==> config.mk <==
export PLATFORM = sky130hd
export DESIGN_NAME = dhmf_queue
export DESIGN_NICKNAME = d
export VERILOG_FILES = /design/src/dhmf_pkg.sv /design/src/dhmf_queue.sv
export VERILOG_INCLUDE_DIRS = /design/src /design/src/src
export SDC_FILE = /design/constraint.sdc
export NUM_CORES = 1
export LEC_CHECK = 0
export BUFFER_PORTS_ARGS = -buffer_cell sky130_fd_sc_hd__buf_2
export CORE_MARGIN = 2
export CORE_UTILIZATION = 51
export CTS_CLUSTER_DIAMETER = 50
export CTS_CLUSTER_SIZE = 25
export DETAILED_ROUTE_END_ITERATION = 12
export PLACE_DENSITY = 0.75
export RECOVER_POWER = 25
export SYNTH_ARGS = -nofsm -noshare
export SYNTH_HDL_FRONTEND = slang
export SYNTH_SLANG_ARGS = --single-unit
==> constraint.sdc <==
create_clock -name clock -period 7.9 [get_ports clock]
set_input_delay 1.185 -clock clock [delete_from_list [all_inputs] [get_ports clock]]
set_output_delay 1.185 -clock clock [all_outputs]
set_load 0.02 [all_outputs]
==> src/depth_hole_median_fill_core_macros.svh <==
// ----------------------------------------------------------------------------
// Depth hole median fill - assertion macros
// Shared concurrent assertion forms, clocked on clock, off during reset.
// ----------------------------------------------------------------------------
`ifndef DEPTH_HOLE_MEDIAN_FILL_CORE_MACROS_SVH
`define DEPTH_HOLE_MEDIAN_FILL_CORE_MACROS_SVH

// same-cycle implication
`define DHMF_ASSERT_NOW(lbl, ante, cons, msg) \
   lbl: assert property (@(posedge clock) disable iff (reset) (ante) |-> (cons)) \
      else $error(msg);

// next-cycle implication
`define DHMF_ASSERT_NEXT(lbl, ante, cons, msg) \
   lbl: assert property (@(posedge clock) disable iff (reset) (ante) |=> (cons)) \
      else $error(msg);

`endif

==> src/dhmf_pkg.sv <==
// ----------------------------------------------------------------------------
// Depth hole median fill - package
// Shared types, register indexes, reset values and sorting helpers.
// ----------------------------------------------------------------------------
package dhmf_pkg;

   localparam int DEPTH_BITS    = 32;
   localparam int MAX_WIDTH_DEF = 4096;
   localparam int POS_LIMIT     = 4096;
   localparam int CW            = 12;   // column / line position
   localparam int RW            = 13;   // input line count, size registers
   localparam int CSR_W         = 32;
   localparam int Q_DEPTH       = 4;    // power of two
   localparam int QPW           = $clog2(Q_DEPTH);
   localparam int QCW           = $clog2(Q_DEPTH + 1);

   typedef enum logic [2:0] {
      REG_IMG_WIDTH  = 3'd0,
      REG_IMG_HEIGHT = 3'd1,
      REG_NEAR       = 3'd2,
      REG_FAR        = 3'd3,
      REG_ALPHA      = 3'd4
   } csr_idx_type;

   localparam logic [RW-1:0]         RST_WIDTH  = 13'd640;
   localparam logic [RW-1:0]         RST_HEIGHT = 13'd480;
   localparam logic [DEPTH_BITS-1:0] RST_NEAR   = 32'd655;
   localparam logic [DEPTH_BITS-1:0] RST_FAR    = 32'd6553600;
   localparam logic [15:0]           RST_ALPHA  = 16'd62259;

   typedef logic [DEPTH_BITS-1:0] depth_type;

   typedef struct packed {
      logic      cov;
      logic      rel;
      depth_type depth;
   } px_type;

   // index 0 top, 1 middle, 2 bottom
   typedef px_type [2:0] pcol_type;

   // msb set marks an unused slot so it sorts last
   typedef logic [DEPTH_BITS:0] key_type;
   typedef key_type [7:0] key_arr_type;

   typedef struct packed {
      logic [RW-1:0] width;
      logic [RW-1:0] height;
      depth_type     near;
      depth_type     far;
      logic [15:0]   alpha;
   } cfg_type;

   typedef struct packed {
      logic [CW-1:0] pos_x;
      logic [CW-1:0] pos_y;
      logic          last;
      logic          hole;
      key_arr_type   keys;
   } win_item_type;

   typedef struct packed {
      logic [CW-1:0] pos_x;
      logic [CW-1:0] pos_y;
      logic          last;
      logic          hole;
      logic [3:0]    cnt;
      key_arr_type   keys;
   } bk_item_type;

   function automatic key_arr_type csw(key_arr_type k, int a, int b);
      key_type     t;
      key_arr_type r;
      r = k;
      if (r[a] > r[b]) begin
         t    = r[a];
         r[a] = r[b];
         r[b] = t;
      end
      return r;
   endfunction

   // odd-even merge sort, 8 inputs, 6 layers
   function automatic key_arr_type sort_layer(key_arr_type k, logic [2:0] layer);
      key_arr_type r;
      case (layer)
         3'd0: r = csw(csw(csw(csw(k, 0, 1), 2, 3), 4, 5), 6, 7);
         3'd1: r = csw(csw(csw(csw(k, 0, 2), 1, 3), 4, 6), 5, 7);
         3'd2: r = csw(csw(k, 1, 2), 5, 6);
         3'd3: r = csw(csw(csw(csw(k, 0, 4), 1, 5), 2, 6), 3, 7);
         3'd4: r = csw(csw(k, 2, 4), 3, 5);
         3'd5: r = csw(csw(csw(k, 1, 2), 3, 4), 5, 6);
         default: r = k;
      endcase
      return r;
   endfunction

   function automatic logic [3:0] count_valid(key_arr_type k);
      logic [3:0] c;
      c = '0;
      for (int i = 0; i < 8; i++) begin
         c = c + 4'(~k[i][DEPTH_BITS]);
      end
      return c;
   endfunction

endpackage

==> src/dhmf_queue.sv <==
// ----------------------------------------------------------------------------
// Depth hole median fill - window queue
// Short FIFO between the window front end and the median back end.
// ----------------------------------------------------------------------------
`include "depth_hole_median_fill_core_macros.svh"

module dhmf_queue import dhmf_pkg::*; (
   input  logic           clock,
   input  logic           reset,
   input  logic           push,
   input  win_item_type   push_item,
   input  logic           pop,
   output logic           valid,
   output win_item_type   head,
   output logic [QCW-1:0] level
);

   win_item_type   mem_ff [Q_DEPTH];
   logic [QPW-1:0] wr_ff, rd_ff;
   logic [QCW-1:0] cnt_ff, cnt_in;

   always_comb begin
      cnt_in = cnt_ff;
      if (push && !pop) begin
         cnt_in = cnt_ff + QCW'(1);
      end else if (pop && !push) begin
         cnt_in = cnt_ff - QCW'(1);
      end
   end

   always_ff @(posedge clock) begin
      if (reset) begin
         wr_ff  <= '0;
         rd_ff  <= '0;
         cnt_ff <= '0;
      end else begin
         cnt_ff <= cnt_in;
         if (push) begin
            wr_ff <= wr_ff + QPW'(1);
         end
         if (pop) begin
            rd_ff <= rd_ff + QPW'(1);
         end
      end
   end

   always_ff @(posedge clock) begin
      if (push) begin
         mem_ff[wr_ff] <= push_item;
      end
   end

   assign valid = (cnt_ff != '0);
   assign head  = mem_ff[rd_ff];
   assign level = cnt_ff;

   `DHMF_ASSERT_NOW(a_q_no_overflow, push && !pop, cnt_ff != QCW'(Q_DEPTH), "queue overflow")
   `DHMF_ASSERT_NOW(a_q_no_underflow, pop, cnt_ff != '0, "queue underflow")
   `DHMF_ASSERT_NEXT(a_q_count_up, push && !pop, cnt_ff == $past(cnt_ff) + QCW'(1), "queue count")

endmodule

Word level (Yosys, flattened, before mapping)

Memory sizes are Yosys's and may differ from the RTL's. A register that Yosys moved wholly into a read port is not among the register bits.
Cells that the tools add are included.

Reductions and logical operators: 6
$add $sub $neg: 4
Mux-type cells: 6

Operators by type and width:

| kind                                                                | number |
|---|---|
| 3-bit 2-to-1 mux                                                    | 2 |
| 2-bit by 1-bit adder with 2-bit output (second input constant)      | 2 |
| 2-bit 2-to-1 mux                                                    | 2 |
| 3-bit by 1-bit adder with 3-bit output (second input constant)      | 1 |
| 3-bit nonzero test                                                  | 1 |
| 3-bit by 1-bit subtractor with 3-bit output (second input constant) | 1 |
| 1-bit logical AND                                                   | 2 |
| 1-bit logical NOT                                                   | 2 |
| 1-bit 2-to-1 mux                                                    | 2 |
| 2-bit nonzero test                                                  | 1 |

Input bits: 294
Memories: 1
Bits in writable memories: 1160
Flip-flop bits (word level): 7
Logic and storage cells: 20

Memories:

| name   | words | bits a word | read ports | clocked after memory_dff | write ports | line             | source |
|---|---|---|---|---|---|---|---|
| mem_ff | 4     | 290         | 1          | 1                        | 1           | dhmf_queue.sv:18 | `win_item_type mem_ff [Q_DEPTH];` |

Depth between registers and ports, before layout

Word-level depth: 4
Depth in mapped cells: 7
Depth with buffers taken out: 7

Worst setup path after synthesis

Ideal clock, no wire load.

Path kind: in2reg
From: in push
To: mem mem_ff[0][0] (netlist bit) (enable)
Cell stages on the path: 1
Data arrival time: 7.729 ns
Library setup time: 0.687 ns
Buffers on the path: 0
Data required time: 7.213 ns
Path slack: -0.516 ns
Cells stage by stage: and2_1

Cells in the longest elaborated chain, start to end: 2

RTL lines:

| item                                   | line             | source |
|---|---|---|
| from (decl)                            | dhmf_queue.sv:10 | `input logic push,` |
| 1-bit 2-to-1 mux                       | dhmf_queue.sv:48 | `if (push) begin` |
| 1-bit 2-to-1 mux (implied by the code) | dhmf_queue.sv:49 | `mem_ff[wr_ff] <= push_item;` |
| to (decl)                              | dhmf_queue.sv:18 |  |

Every way passes these cells.

==> impl_results.md <==
- Placed cells: 3166
- Via count of the first global-routing pass: 19950
- DR DRC count: 0
- Die area: 84970 µm²
- Post-CTS setup repair buffer count: 0
- Ys Warns: 0
- Final ANT Viol Nets: 0
- Vias/cell: roughly 5.6
- Syn Nets: 1857
- Initial core utilization: 0.5142
- LEAKAGE: around 16 nW
- Layout cells sized above 1: 0.3886
- I/O pins: 588
- CP Data Arrival Time: about 3300 ps
- FF-to-FF setup slack: 4980 ps
- Synthesis-to-finish area growth: 17.90%
- Sequential share of the synthesized area: 0.8306
- Synth Register Bits: 1169
- Inserted Clock Buffers: 98
- Critical R2R Capture: mem_ff[2][222]$_DFFE_PP_
- Worst-Margin Slew: approximately 1500 ps
- Max frequency: 221.4 MHz
- Startpoint types: flop
- Post-synth EDFFs: 1160
- Yosys top cell area share: 0.8264
- Die height: 291.5 µm
- Hold Path Cell Cnt: 2
- Setup Viol. Count Final: 0
- Hold EP: level[2]$_SDFFE_PP0P_
- Pre-Repair DR Iteration Count: 5
- FF-to-FF Start: wr_ff[0]$_SDFFE_PP0P_
- Max VDD drop: between 0.0002 and 0.00025 V
- Pwr Total: 13.82 mW
- Synth top cells by count: edfxtp_1, mux4_2, buf_2, buf_1, buf_6
- FF+latch area: around 35000 µm²
- TNS Setup: 0 ps
- IO buf count: 587
- Most common cell in the synthesized netlist: edfxtp_1
- Total gr overflow: 0
- First-pass GRT wire length: 125500 µm
- Area leader, netlist: edfxtp_1
- Hold_buf cts: 0
- Area contributors post-synth: edfxtp_1, mux4_2, dfxtp_1
- Core Util, Final: 0.6062
- Final non-filler cell total: 3365
- H-tree Lvls: 3
- Setup WS pre-CTS: between 3000 and 4000 ps
- Worst Setup End Kind: output port
- Worst hold margin: 543.5 ps
- Cell count after synthesis: 1557
- Final Hold Fails: 0
- Worst clock skew: roughly 40 ps
- Placed cell areas: 46310 µm²
- FP Rows: 105
- Die X-Extent: around 290 µm
- Max-Cap Viols: 0
- CTS resizes: 0
- Drt wl/cell: 25.11 µm
- Unrepaired setup endpoints after global routing: no
- Fin. max-slew vios: 0
- Worst slew margin: 0.03211
- Synth Area in Simple Gates: 0.001603
- Complex-gate fraction of the synthesized area: 0.0002375
- Reg clk slew, reported paths: 70 ps
- Clock sinks: around 1200
- Power density cells: 278.1 nW/µm²
- R2R depth: 4
- HPWL Detailed: 50180 µm
- Core area: 81980 µm²
- Final period util: 0.5717
- Post-synth top flop: edfxtp_1
- CTS Buffer Depth: 3
- HP Class: flop to flop
- Max Fanout on Critical Path: 96
- Hold path start: level[2]$_SDFFE_PP0P_
- Crit path kind: flop to output port
- Ys async rst share: 0
- Area of the multi-input gates: 6765 µm²
- CTS tree: done
- Cell Area, Synth: 42150 µm²
- Via count: 18930
- Total GRT Usage: 0.1965
- Adder-Cell Fraction of Synth Area: 0.001959
- Outcome: complete, no violations
- Xor/xnor share of the synthesized area: 0.001039
- Main combinational cell family by area after synthesis: multiplexers
- DR iter-0 viols: 1330
- Mux contribution to synthesized area: 0.1554
- Final min period: 4517 ps
- Routed wire length: 84490 µm
- Worst path required time: approximately 6700 ps
- Post-synth cell types: 19
- Gpl congestion: 0.7564
- Clock Latency Late Sink: 670 ps
- Clk root buf: clkbuf_16
- Pin count of the biggest net entering global routing: ~160
- Avg Synthesized Cell Area: ~27 µm²
- Final Cell Area: 49700 µm²
- Fillers: 5555
- Worst setup margin: between 3000 and 4000 ps
- Initial antenna violation count: 25
- Nets: 2496
## layout make-up
class,count,share of cell area
sequential,1169,0.7047
multi-input combinational,319,0.1361
timing repair buffer,604,0.05891
clock buffer,101,0.05000
tap,1070,0.02694
clock inverter,83,0.02228
antenna,15,0.0007553
inverter,4,0.0003021
## worst max path at each step
stage	to	slack (ps)	depth (start not counted)
after floorplan	mem_ff[1][0]$_DFFE_PP_	2730	1
after global placement	head[285]	3890	3
after detailed placement	head[216]	3920	3
after CTS	head[216]	3220	3
after global routing	head[216]	3080	3
final	head[213]	3380	3
## cell families after synthesis
group	Yosys count
flip-flops	1169
AO/OA/AOI/OAI	2
XOR/XNOR	5
AND/OR/NAND/NOR	14
buffers and inverters	69
multiplexers	292
adder cells (fa/ha/maj)	6
## state kept, by name, summed over array words and instances, names as in the netlist, named ones only
register	cells
wr_ff	2
level	3
mem_ff	1160
rd_ff	2
## cell usage in the layout (no fill, tap or decap), types with 5 or more instances in the layout
master,synthesis,final
clkinv_8,0,6
edfxtp_1,1160,1160
clkinv_4,0,9
inv_16,0,8
inv_8,0,10
nor2_1,7,7
clkinvlp_4,0,6
bufinv_16,0,5
clkinv_16,0,5
clkinv_1,0,6
buf_4,0,9
dfxtp_1,9,7
clkbuf_1,3,192
ha_1,5,5
buf_12,0,8
clkinv_2,0,6
inv_6,0,13
buf_2,34,397
diode_2,0,15
mux4_2,290,290
inv_12,0,9
clkbuf_16,0,99
## critical path, stage by stage, from the launching register on
cell and delay [ps]:
dfxtp_4 1050, buf_12 620, mux4_2 640, buf_2 180
## routing by layer
metal | vias to the layer above | wire, µm | GRT usage
li1 | 8092 | - | -
met1 | 9947 | 31680 | 0.2526
met2 | 716 | 42560 | 0.3211
met3 | 137 | 8396 | 0.06841
met4 | 34 | 1595 | 0.05456
met5 | - | 249 | 0
## where the power goes
group / internal (mW) / leakage [nW] / switching (mW)
logic: 0.551 / 3.62 / 0.885
registers: 7.13 / 10.7 / 0.0889
clock network: 2.67 / 1.73 / 2.50
total: 10.3 / 16.1 / 3.48
(Power assumes the default switching activity.)
