`config.mk`:
```
export PLATFORM = sky130hd
export DESIGN_NAME = dhmf_back
export DESIGN_NICKNAME = d
export VERILOG_FILES = /design/src/dhmf_pkg.sv /design/src/dhmf_back.sv
export VERILOG_INCLUDE_DIRS = /design/src /design/src/src
export SDC_FILE = /design/constraint.sdc
export NUM_CORES = 2
export LEC_CHECK = 0
export CAP_MARGIN = 20
export CORE_ASPECT_RATIO = 1.4
export CORE_MARGIN = 3
export CORE_UTILIZATION = 65
export CTS_CLUSTER_SIZE = 28
export DETAILED_ROUTE_END_ITERATION = 8
export DONT_BUFFER_PORTS = 1
export GPL_ROUTABILITY_DRIVEN = 0
export PLACE_DENSITY = 0.81
export SYNTH_ARGS = -nofsm -noshare
export SYNTH_HDL_FRONTEND = slang
export SYNTH_SLANG_ARGS = --single-unit
```
`constraint.sdc`:
```
create_clock -name clock -period 50.1 [get_ports clock]
set_input_delay 2.505 -clock clock [delete_from_list [all_inputs] [get_ports clock]]
set_output_delay 2.505 -clock clock [all_outputs]
set_load 0.02 [all_outputs]
```
`src/depth_hole_median_fill_core_macros.svh`:
```
// ----------------------------------------------------------------------------
// Depth hole median fill - assertion macros
// Shared concurrent assertion forms, clocked on clock, off during reset.
// ----------------------------------------------------------------------------
`ifndef DEPTH_HOLE_MEDIAN_FILL_CORE_MACROS_SVH
`define DEPTH_HOLE_MEDIAN_FILL_CORE_MACROS_SVH

// same-cycle implication
`define DHMF_ASSERT_NOW(lbl, ante, cons, msg) \
   lbl: assert property (@(posedge clock) disable iff (reset) (ante) |-> (cons)) \
      else $error(msg);

// next-cycle implication
`define DHMF_ASSERT_NEXT(lbl, ante, cons, msg) \
   lbl: assert property (@(posedge clock) disable iff (reset) (ante) |=> (cons)) \
      else $error(msg);

`endif

```
`src/dhmf_pkg.sv`:
```
// ----------------------------------------------------------------------------
// Depth hole median fill - package
// Shared types, register indexes, reset values and sorting helpers.
// ----------------------------------------------------------------------------
package dhmf_pkg;

   localparam int DEPTH_BITS    = 32;
   localparam int MAX_WIDTH_DEF = 4096;
   localparam int POS_LIMIT     = 4096;
   localparam int CW            = 12;   // column / line position
   localparam int RW            = 13;   // input line count, size registers
   localparam int CSR_W         = 32;
   localparam int Q_DEPTH       = 4;    // power of two
   localparam int QPW           = $clog2(Q_DEPTH);
   localparam int QCW           = $clog2(Q_DEPTH + 1);

   typedef enum logic [2:0] {
      REG_IMG_WIDTH  = 3'd0,
      REG_IMG_HEIGHT = 3'd1,
      REG_NEAR       = 3'd2,
      REG_FAR        = 3'd3,
      REG_ALPHA      = 3'd4
   } csr_idx_type;

   localparam logic [RW-1:0]         RST_WIDTH  = 13'd640;
   localparam logic [RW-1:0]         RST_HEIGHT = 13'd480;
   localparam logic [DEPTH_BITS-1:0] RST_NEAR   = 32'd655;
   localparam logic [DEPTH_BITS-1:0] RST_FAR    = 32'd6553600;
   localparam logic [15:0]           RST_ALPHA  = 16'd62259;

   typedef logic [DEPTH_BITS-1:0] depth_type;

   typedef struct packed {
      logic      cov;
      logic      rel;
      depth_type depth;
   } px_type;

   // index 0 top, 1 middle, 2 bottom
   typedef px_type [2:0] pcol_type;

   // msb set marks an unused slot so it sorts last
   typedef logic [DEPTH_BITS:0] key_type;
   typedef key_type [7:0] key_arr_type;

   typedef struct packed {
      logic [RW-1:0] width;
      logic [RW-1:0] height;
      depth_type     near;
      depth_type     far;
      logic [15:0]   alpha;
   } cfg_type;

   typedef struct packed {
      logic [CW-1:0] pos_x;
      logic [CW-1:0] pos_y;
      logic          last;
      logic          hole;
      key_arr_type   keys;
   } win_item_type;

   typedef struct packed {
      logic [CW-1:0] pos_x;
      logic [CW-1:0] pos_y;
      logic          last;
      logic          hole;
      logic [3:0]    cnt;
      key_arr_type   keys;
   } bk_item_type;

   function automatic key_arr_type csw(key_arr_type k, int a, int b);
      key_type     t;
      key_arr_type r;
      r = k;
      if (r[a] > r[b]) begin
         t    = r[a];
         r[a] = r[b];
         r[b] = t;
      end
      return r;
   endfunction

   // odd-even merge sort, 8 inputs, 6 layers
   function automatic key_arr_type sort_layer(key_arr_type k, logic [2:0] layer);
      key_arr_type r;
      case (layer)
         3'd0: r = csw(csw(csw(csw(k, 0, 1), 2, 3), 4, 5), 6, 7);
         3'd1: r = csw(csw(csw(csw(k, 0, 2), 1, 3), 4, 6), 5, 7);
         3'd2: r = csw(csw(k, 1, 2), 5, 6);
         3'd3: r = csw(csw(csw(csw(k, 0, 4), 1, 5), 2, 6), 3, 7);
         3'd4: r = csw(csw(k, 2, 4), 3, 5);
         3'd5: r = csw(csw(csw(k, 1, 2), 3, 4), 5, 6);
         default: r = k;
      endcase
      return r;
   endfunction

   function automatic logic [3:0] count_valid(key_arr_type k);
      logic [3:0] c;
      c = '0;
      for (int i = 0; i < 8; i++) begin
         c = c + 4'(~k[i][DEPTH_BITS]);
      end
      return c;
   endfunction

endpackage

```
`src/dhmf_back.sv`:
```
// ----------------------------------------------------------------------------
// Depth hole median fill - median back end
// Sorts the eight masked neighbors, picks the median and range checks it.
// ----------------------------------------------------------------------------
`include "depth_hole_median_fill_core_macros.svh"

module dhmf_back import dhmf_pkg::*; (
   input  logic          clock,
   input  logic          reset,
   input  cfg_type       cfg,
   input  logic          q_valid,
   input  win_item_type  q_item,
   output logic          pop,
   input  logic          out_ready,
   output logic          out_valid,
   output logic [CW-1:0] out_x,
   output logic [CW-1:0] out_y,
   output logic          out_hole,
   output logic [3:0]    out_cnt,
   output logic          out_fill_valid,
   output depth_type     out_fill,
   output logic          out_last
);

   logic        adv;
   logic        p1_v_ff, p2_v_ff, p3_v_ff, p4_v_ff, o_v_ff;
   bk_item_type p1_ff, p2_ff, p3_ff, p4_ff, p1_in, p2_in, p3_in;
   depth_type   med_ff;
   logic [2:0]  hi_idx, lo_idx;
   logic [DEPTH_BITS:0] sum;
   logic          fv;

   logic [CW-1:0] o_x_ff, o_y_ff;
   logic          o_hole_ff, o_fv_ff, o_last_ff;
   logic [3:0]    o_cnt_ff;
   depth_type     o_fill_ff;

   assign adv = !o_v_ff || out_ready;
   assign pop = adv && q_valid;

   always_comb begin
      p1_in.pos_x = q_item.pos_x;
      p1_in.pos_y = q_item.pos_y;
      p1_in.last  = q_item.last;
      p1_in.hole  = q_item.hole;
      p1_in.cnt   = count_valid(q_item.keys);
      p1_in.keys  = sort_layer(sort_layer(q_item.keys, 3'd0), 3'd1);

      p2_in      = p1_ff;
      p2_in.keys = sort_layer(sort_layer(p1_ff.keys, 3'd2), 3'd3);
      p3_in      = p2_ff;
      p3_in.keys = sort_layer(sort_layer(p2_ff.keys, 3'd4), 3'd5);

      hi_idx = p3_ff.cnt[3:1];
      lo_idx = p3_ff.cnt[0] ? hi_idx : hi_idx - 3'd1;
      sum    = {1'b0, p3_ff.keys[lo_idx][DEPTH_BITS-1:0]} +
               {1'b0, p3_ff.keys[hi_idx][DEPTH_BITS-1:0]};

      fv = p4_ff.hole && (p4_ff.cnt >= 4'd2) &&
           (med_ff > cfg.near) && (med_ff < cfg.far);
   end

   always_ff @(posedge clock) begin
      if (reset) begin
         p1_v_ff <= 1'b0;
         p2_v_ff <= 1'b0;
         p3_v_ff <= 1'b0;
         p4_v_ff <= 1'b0;
         o_v_ff  <= 1'b0;
      end else if (adv) begin
         p1_v_ff <= q_valid;
         p2_v_ff <= p1_v_ff;
         p3_v_ff <= p2_v_ff;
         p4_v_ff <= p3_v_ff;
         o_v_ff  <= p4_v_ff;
      end
   end

   always_ff @(posedge clock) begin
      if (adv) begin
         p1_ff      <= p1_in;
         p2_ff      <= p2_in;
         p3_ff      <= p3_in;
         p4_ff      <= p3_ff;
         med_ff     <= sum[DEPTH_BITS:1];
         o_x_ff     <= p4_ff.pos_x;
         o_y_ff     <= p4_ff.pos_y;
         o_hole_ff  <= p4_ff.hole;
         o_cnt_ff   <= p4_ff.cnt;
         o_fv_ff    <= fv;
         o_fill_ff  <= fv ? med_ff : '0;
         o_last_ff  <= p4_ff.last;
      end
   end

   assign out_valid      = o_v_ff;
   assign out_x          = o_x_ff;
   assign out_y          = o_y_ff;
   assign out_hole       = o_hole_ff;
   assign out_cnt        = o_cnt_ff;
   assign out_fill_valid = o_fv_ff;
   assign out_fill       = o_fill_ff;
   assign out_last       = o_last_ff;

   `DHMF_ASSERT_NOW(a_fill_needs_hole, o_v_ff && o_fv_ff, o_hole_ff && (o_cnt_ff >= 4'd2), "fill without hole")
   `DHMF_ASSERT_NOW(a_solid_no_count, o_v_ff && !o_hole_ff, o_cnt_ff == '0, "count on covered pixel")
   `DHMF_ASSERT_NOW(a_fill_zero, o_v_ff && !o_fv_ff, o_fill_ff == '0, "fill depth not cleared")

endmodule

```
==> Word level (Yosys, flattened, before mapping) <==
Cells that the tools add are included.
{ "totals": {"reg_bits": 1012, "input_bits": 400, "output_inout_bits": 65, "wordCells": 138} }
{ "classes": {"n_addsub": 9, "order_cmp": 24, "mux": 34, "n_bitwise": 8, "n_reduce_logical": 6} }
{ "op_table": {"columns": ["operator", "n"], "rows": [
  ["33-bit two-way mux", 20],
  ["33-bit > comparator", 19],
  ["66-bit two-way mux", 9],
  ["33-bit binary-select mux with 3-bit select", 2],
  ["32-bit two-way mux", 2],
  ["32-bit by 32-bit adder with 33-bit output", 1],
  ["32-bit > comparator", 1],
  ["32-bit less-than comparator", 1],
  ["1-bit NOT with 4-bit output", 8],
  ["4-bit adder", 7],
  ["3-bit by 4-bit less-than comparator with 1-bit output, second input constant", 2],
  ["4-bit by 2-bit >= comparator with 1-bit output, second input constant", 1],
  ["1-bit logical AND", 4],
  ["3-bit two-way mux", 1],
  ["3-bit by 1-bit subtractor with 3-bit output, second input constant", 1],
  ["1-bit logical NOT", 1],
  ["1-bit logical OR", 1]
]} }

==> Depth between registers and ports, before layout <==
{ "depth": {"depth_word": 8, "mapped_depth": 25, "ltp_nobuf": 21} }

==> Worst setup path after synthesis <==
OpenSTA, ideal clock, no wires.
{ "synth_timing": {"path_type": "input to output", "from": "input out_ready", "to": "output pop", "arrival_time_ns": 31.988, "required_ns": 47.595, "path_slack_ns": 15.607, "path_stages": 3, "path_buffers": 1, "path_cell_list": "nand2b_1 > clkbuf_1 > and2_1"} }
{ "synth_via": {"elab_chain_len": 2} }
{ "synth_rtl": {"columns": ["element", "line", "source"], "rows": [
  ["start, declared", "dhmf_back.sv:14", "input logic out_ready,"],
  ["1-bit logical OR", "dhmf_back.sv:38", "assign adv = !o_v_ff || out_ready;"],
  ["1-bit logical AND", "dhmf_back.sv:39", "assign pop = adv && q_valid;"],
  ["end, declared", "dhmf_back.sv:13", "output logic pop,"]
]} }
Every way passes these cells.

==> results.ini <==
[status]
status = finished clean

[logic_synthesis]
syn_nets = 6822
synth_top_family_by_area = multiplexers
synth_compound_area_share_pct = 8.54
synthFlopType = edfxtp_1
synth_edf_count = 997
synth-xor-area-share_pct = 0.370
async_flop_share_pct = 0
avgSynthCellArea_um2 = 12.1
synth_cell_type_count = 68
syn_inst = 5691
yosysWarnings = 0
synth.cell_area_mm2 = 0.0687
synth_seq_cells = 1002
muxShareOfSynthArea_pct = 22.9
synthSimpleGateAreaFrac_pct = 5.67
yosys.area_share.adder_pct = 13.4
seq_area_frac_synth_pct = 43.7

[worst_setup_path]
regToRegSetupSlack_ps = 42260
worst_path_max_delay_cell = buf_4
crit_required_ps = 50590
r2r_end = p2_ff[45]$_DFFE_PN_
startpoint_type = input pin
slowest_delay_ps = 670
cp.arrival_ps = 9740
crit_fanout = 50
path_class = input pin to register
worstPathCellList = inv_1, ha_1, nand4_1, or2_2, nor2_1, o21a_1, o31ai_1, buf_4, a21oi_4, buf_4, buf_4, mux2i_1, inv_1, ha_1, a21o_1, a21o_1, a21oi_1, nor3_1, a2111oi_0, nand2_1, a21oi_1, a31o_4, buf_4, mux2i_1
r2r-start = p1_ff[43]$_DFFE_PN_
crit_buf_inv = 6
end_kind = register
cp_common_cell = buf_4
worst_r2r_path_depth = 21
cp_top_family = compound AO/OA/AOI/OAI gates

[sta]
max_slew_margin_pct = 17.5
fin_crit_ps = 9250
rsz0062_at_grt = no
tightest_slew_ps = 1230
fmax_ghz = 0.108
slew_violations = 0
setup_viol = 0
finClkSkew_ps = 54.8
tns_ps = 0
hold_viol = 0
period_share_pct = 18.5

[drt]
ant_nets = 0
wl_per_cell_um = 25.8
drtIter0Drc = 4549
avgViaCountPerCell = 6.63
drc = 0
first_pass_iters = 7
vias = 46652
wl_um = 182000

[clock_network]
clock-root-buffer = clkbuf_16
cts.repair.resized = 0
clkSlewWorstSetupHoldPaths_ps = 60
clockBufferDepth = 3
cts_tree = built
cts_setup_buffers = 0
cts_max_level = 3
clk_latency_ps = 710
cts_hold_buf = 0
tritoncts_num_sinks = 1002
cts_inserted_buffers = 94

[die]
fp.dieH_um = 391
fp.coreArea_mm2 = 0.104
dieArea_mm2 = 0.110
start_util_pct = 65.8
rows = 140
top_level_ports = 465
die_w_um = 281

[hold_path]
hp-start = p1_ff[286]$_DFFE_PN_
worst_hold_path_type = register to register
whs_path_depth = 0
worstHoldEndpoint = p2_ff[286]$_DFFE_PN_

[global_routing]
antenna_found_initial = 12
grtUsageTotal_pct = 32.5
grt_pass1_vias = 45543
grt_pass1_wl_um = 266000
grt_max_degree = 164
grt-ovfl-total = 0

[placement]
port_buffers = 0
dpl.hpwl_um = 143000

[layout]
syn_to_final_growth_pct = 6.66
layout.nets = 6742
fillCellCount = 7226
drive_gt1_share_pct = 11.1

[flow_run]
maxCapViolations = 0

per-layer routing:
metal	global-route usage, %	vias to the layer above	wire length [µm]
met5	0	-	58
met4	22.3	10	14400
met3	6.15	479	14800
met2	53.0	1975	83900
met1	39.0	22778	68400
li1	-	21410	-
metrics by stage:
| step | cell area, µm² | worst slack, ps | hold WS (ps) | cells | utilization [%] |
|---|---|---|---|---|---|
| after detailed placement | 70100 | 40270 | 405 | 6863 | 67.1 |
| after floorplan | 68700 | 15610 | 400 | 5691 | - |
| after global placement | 70100 | 40360 | 401 | 6863 | 67.1 |
| after global routing | 73300 | 40640 | 413 | 7037 | 70.2 |
| after CTS | 73300 | 41030 | 408 | 7036 | 70.2 |
| final | 73300 | 40850 | 409 | 7041 | 70.2 |
Yosys cell counts, types with 24 or more instances:
library cell    n  area [µm²]
o311ai_0       32         280
inv_1         723        2710
o211ai_1       52         390
o21ai_0        98         490
a311oi_1       35         307
nand4_1       143         895
a21oi_1       194         971
buf_1          24        90.1
nor3_1         27         135
mux2i_1       991        9920
edfxtp_1      997       29900
nand3_1       156         781
nor2b_1        41         257
a21o_1        257        1930
mux4_2        124        2790
nor4_1         45         282
a311o_1        31         310
clkbuf_1      110         413
nor3b_1        32         240
ha_1          726        9080
nor2_1        137         514
mux2_2        261        2940
nand2_1       108         405
o21a_1         41         308
buf_2          87         435
layout by cell type, fill, tap and decap left out, drive strengths merged, types with 102 or more instances in the layout:
cell,instances
a21o,257
a21oi,194
clkbuf,110
edfxtp,997
ha,726
inv,732
mux2,261
mux2i,991
mux4,126
nand2,109
nand3,157
nand4,143
nor2,137
o21ai,102
worst max path at each step:
stage,start,to,slack [ps],cells after the start
floorplan,out_ready,pop,15610,3
global placement,q_item[181],p1_ff[259]$_DFFE_PN_,40360,24
detailed placement,q_item[181],p1_ff[259]$_DFFE_PN_,40270,24
CTS,q_item[181],p1_ff[259]$_DFFE_PN_,41030,24
global route,q_item[181],p1_ff[261]$_DFFE_PN_,40640,24
finish,q_item[181],p1_ff[150]$_DFFE_PN_,40850,24
flip-flops by register name, summed over array words and instances (netlist names):
| register | cells |
|---|---|
| p1_ff | 294 |
| p2_ff | 292 |
| p3_ff | 283 |
| med_ff | 32 |
| out_fill | 32 |
| p4_ff | 30 |
| out_x | 12 |
| out_y | 12 |
| out_cnt | 4 |
| hi_idx | 3 |
| out_fill_valid | 1 |
| out_hole | 1 |
| out_last | 1 |
| out_valid | 1 |
| p1_v_ff | 1 |
| p2_v_ff | 1 |
| p3_v_ff | 1 |
| p4_v_ff | 1 |
logic make-up (layout without fill, tap and decap cells):
logic type	after synthesis	in the layout
compound gates	847	847
xor+xnor	29	29
fa+ha+maj	731	731
buf+inv	960	957
flops	1002	1002
mux	1378	1378
other cells	0	4
simple gates	744	744
layout make-up:
class                   instances  area, µm²  area share [%]
inverters                     723       2710            3.70
clock inverters                63        766            1.04
repair buffers                 61        503           0.686
diodes                          4       10.0          0.0137
flip-flops and latches       1002      30000            41.0
clock buffers                 110       2430            3.32
well taps                    1349       1690            2.30
multi-input cells            3729      35100            47.9
Power is left out: the tool's default activity adds up to more than one toggle a clock period on the data nets, which glitch-free logic cannot reach.
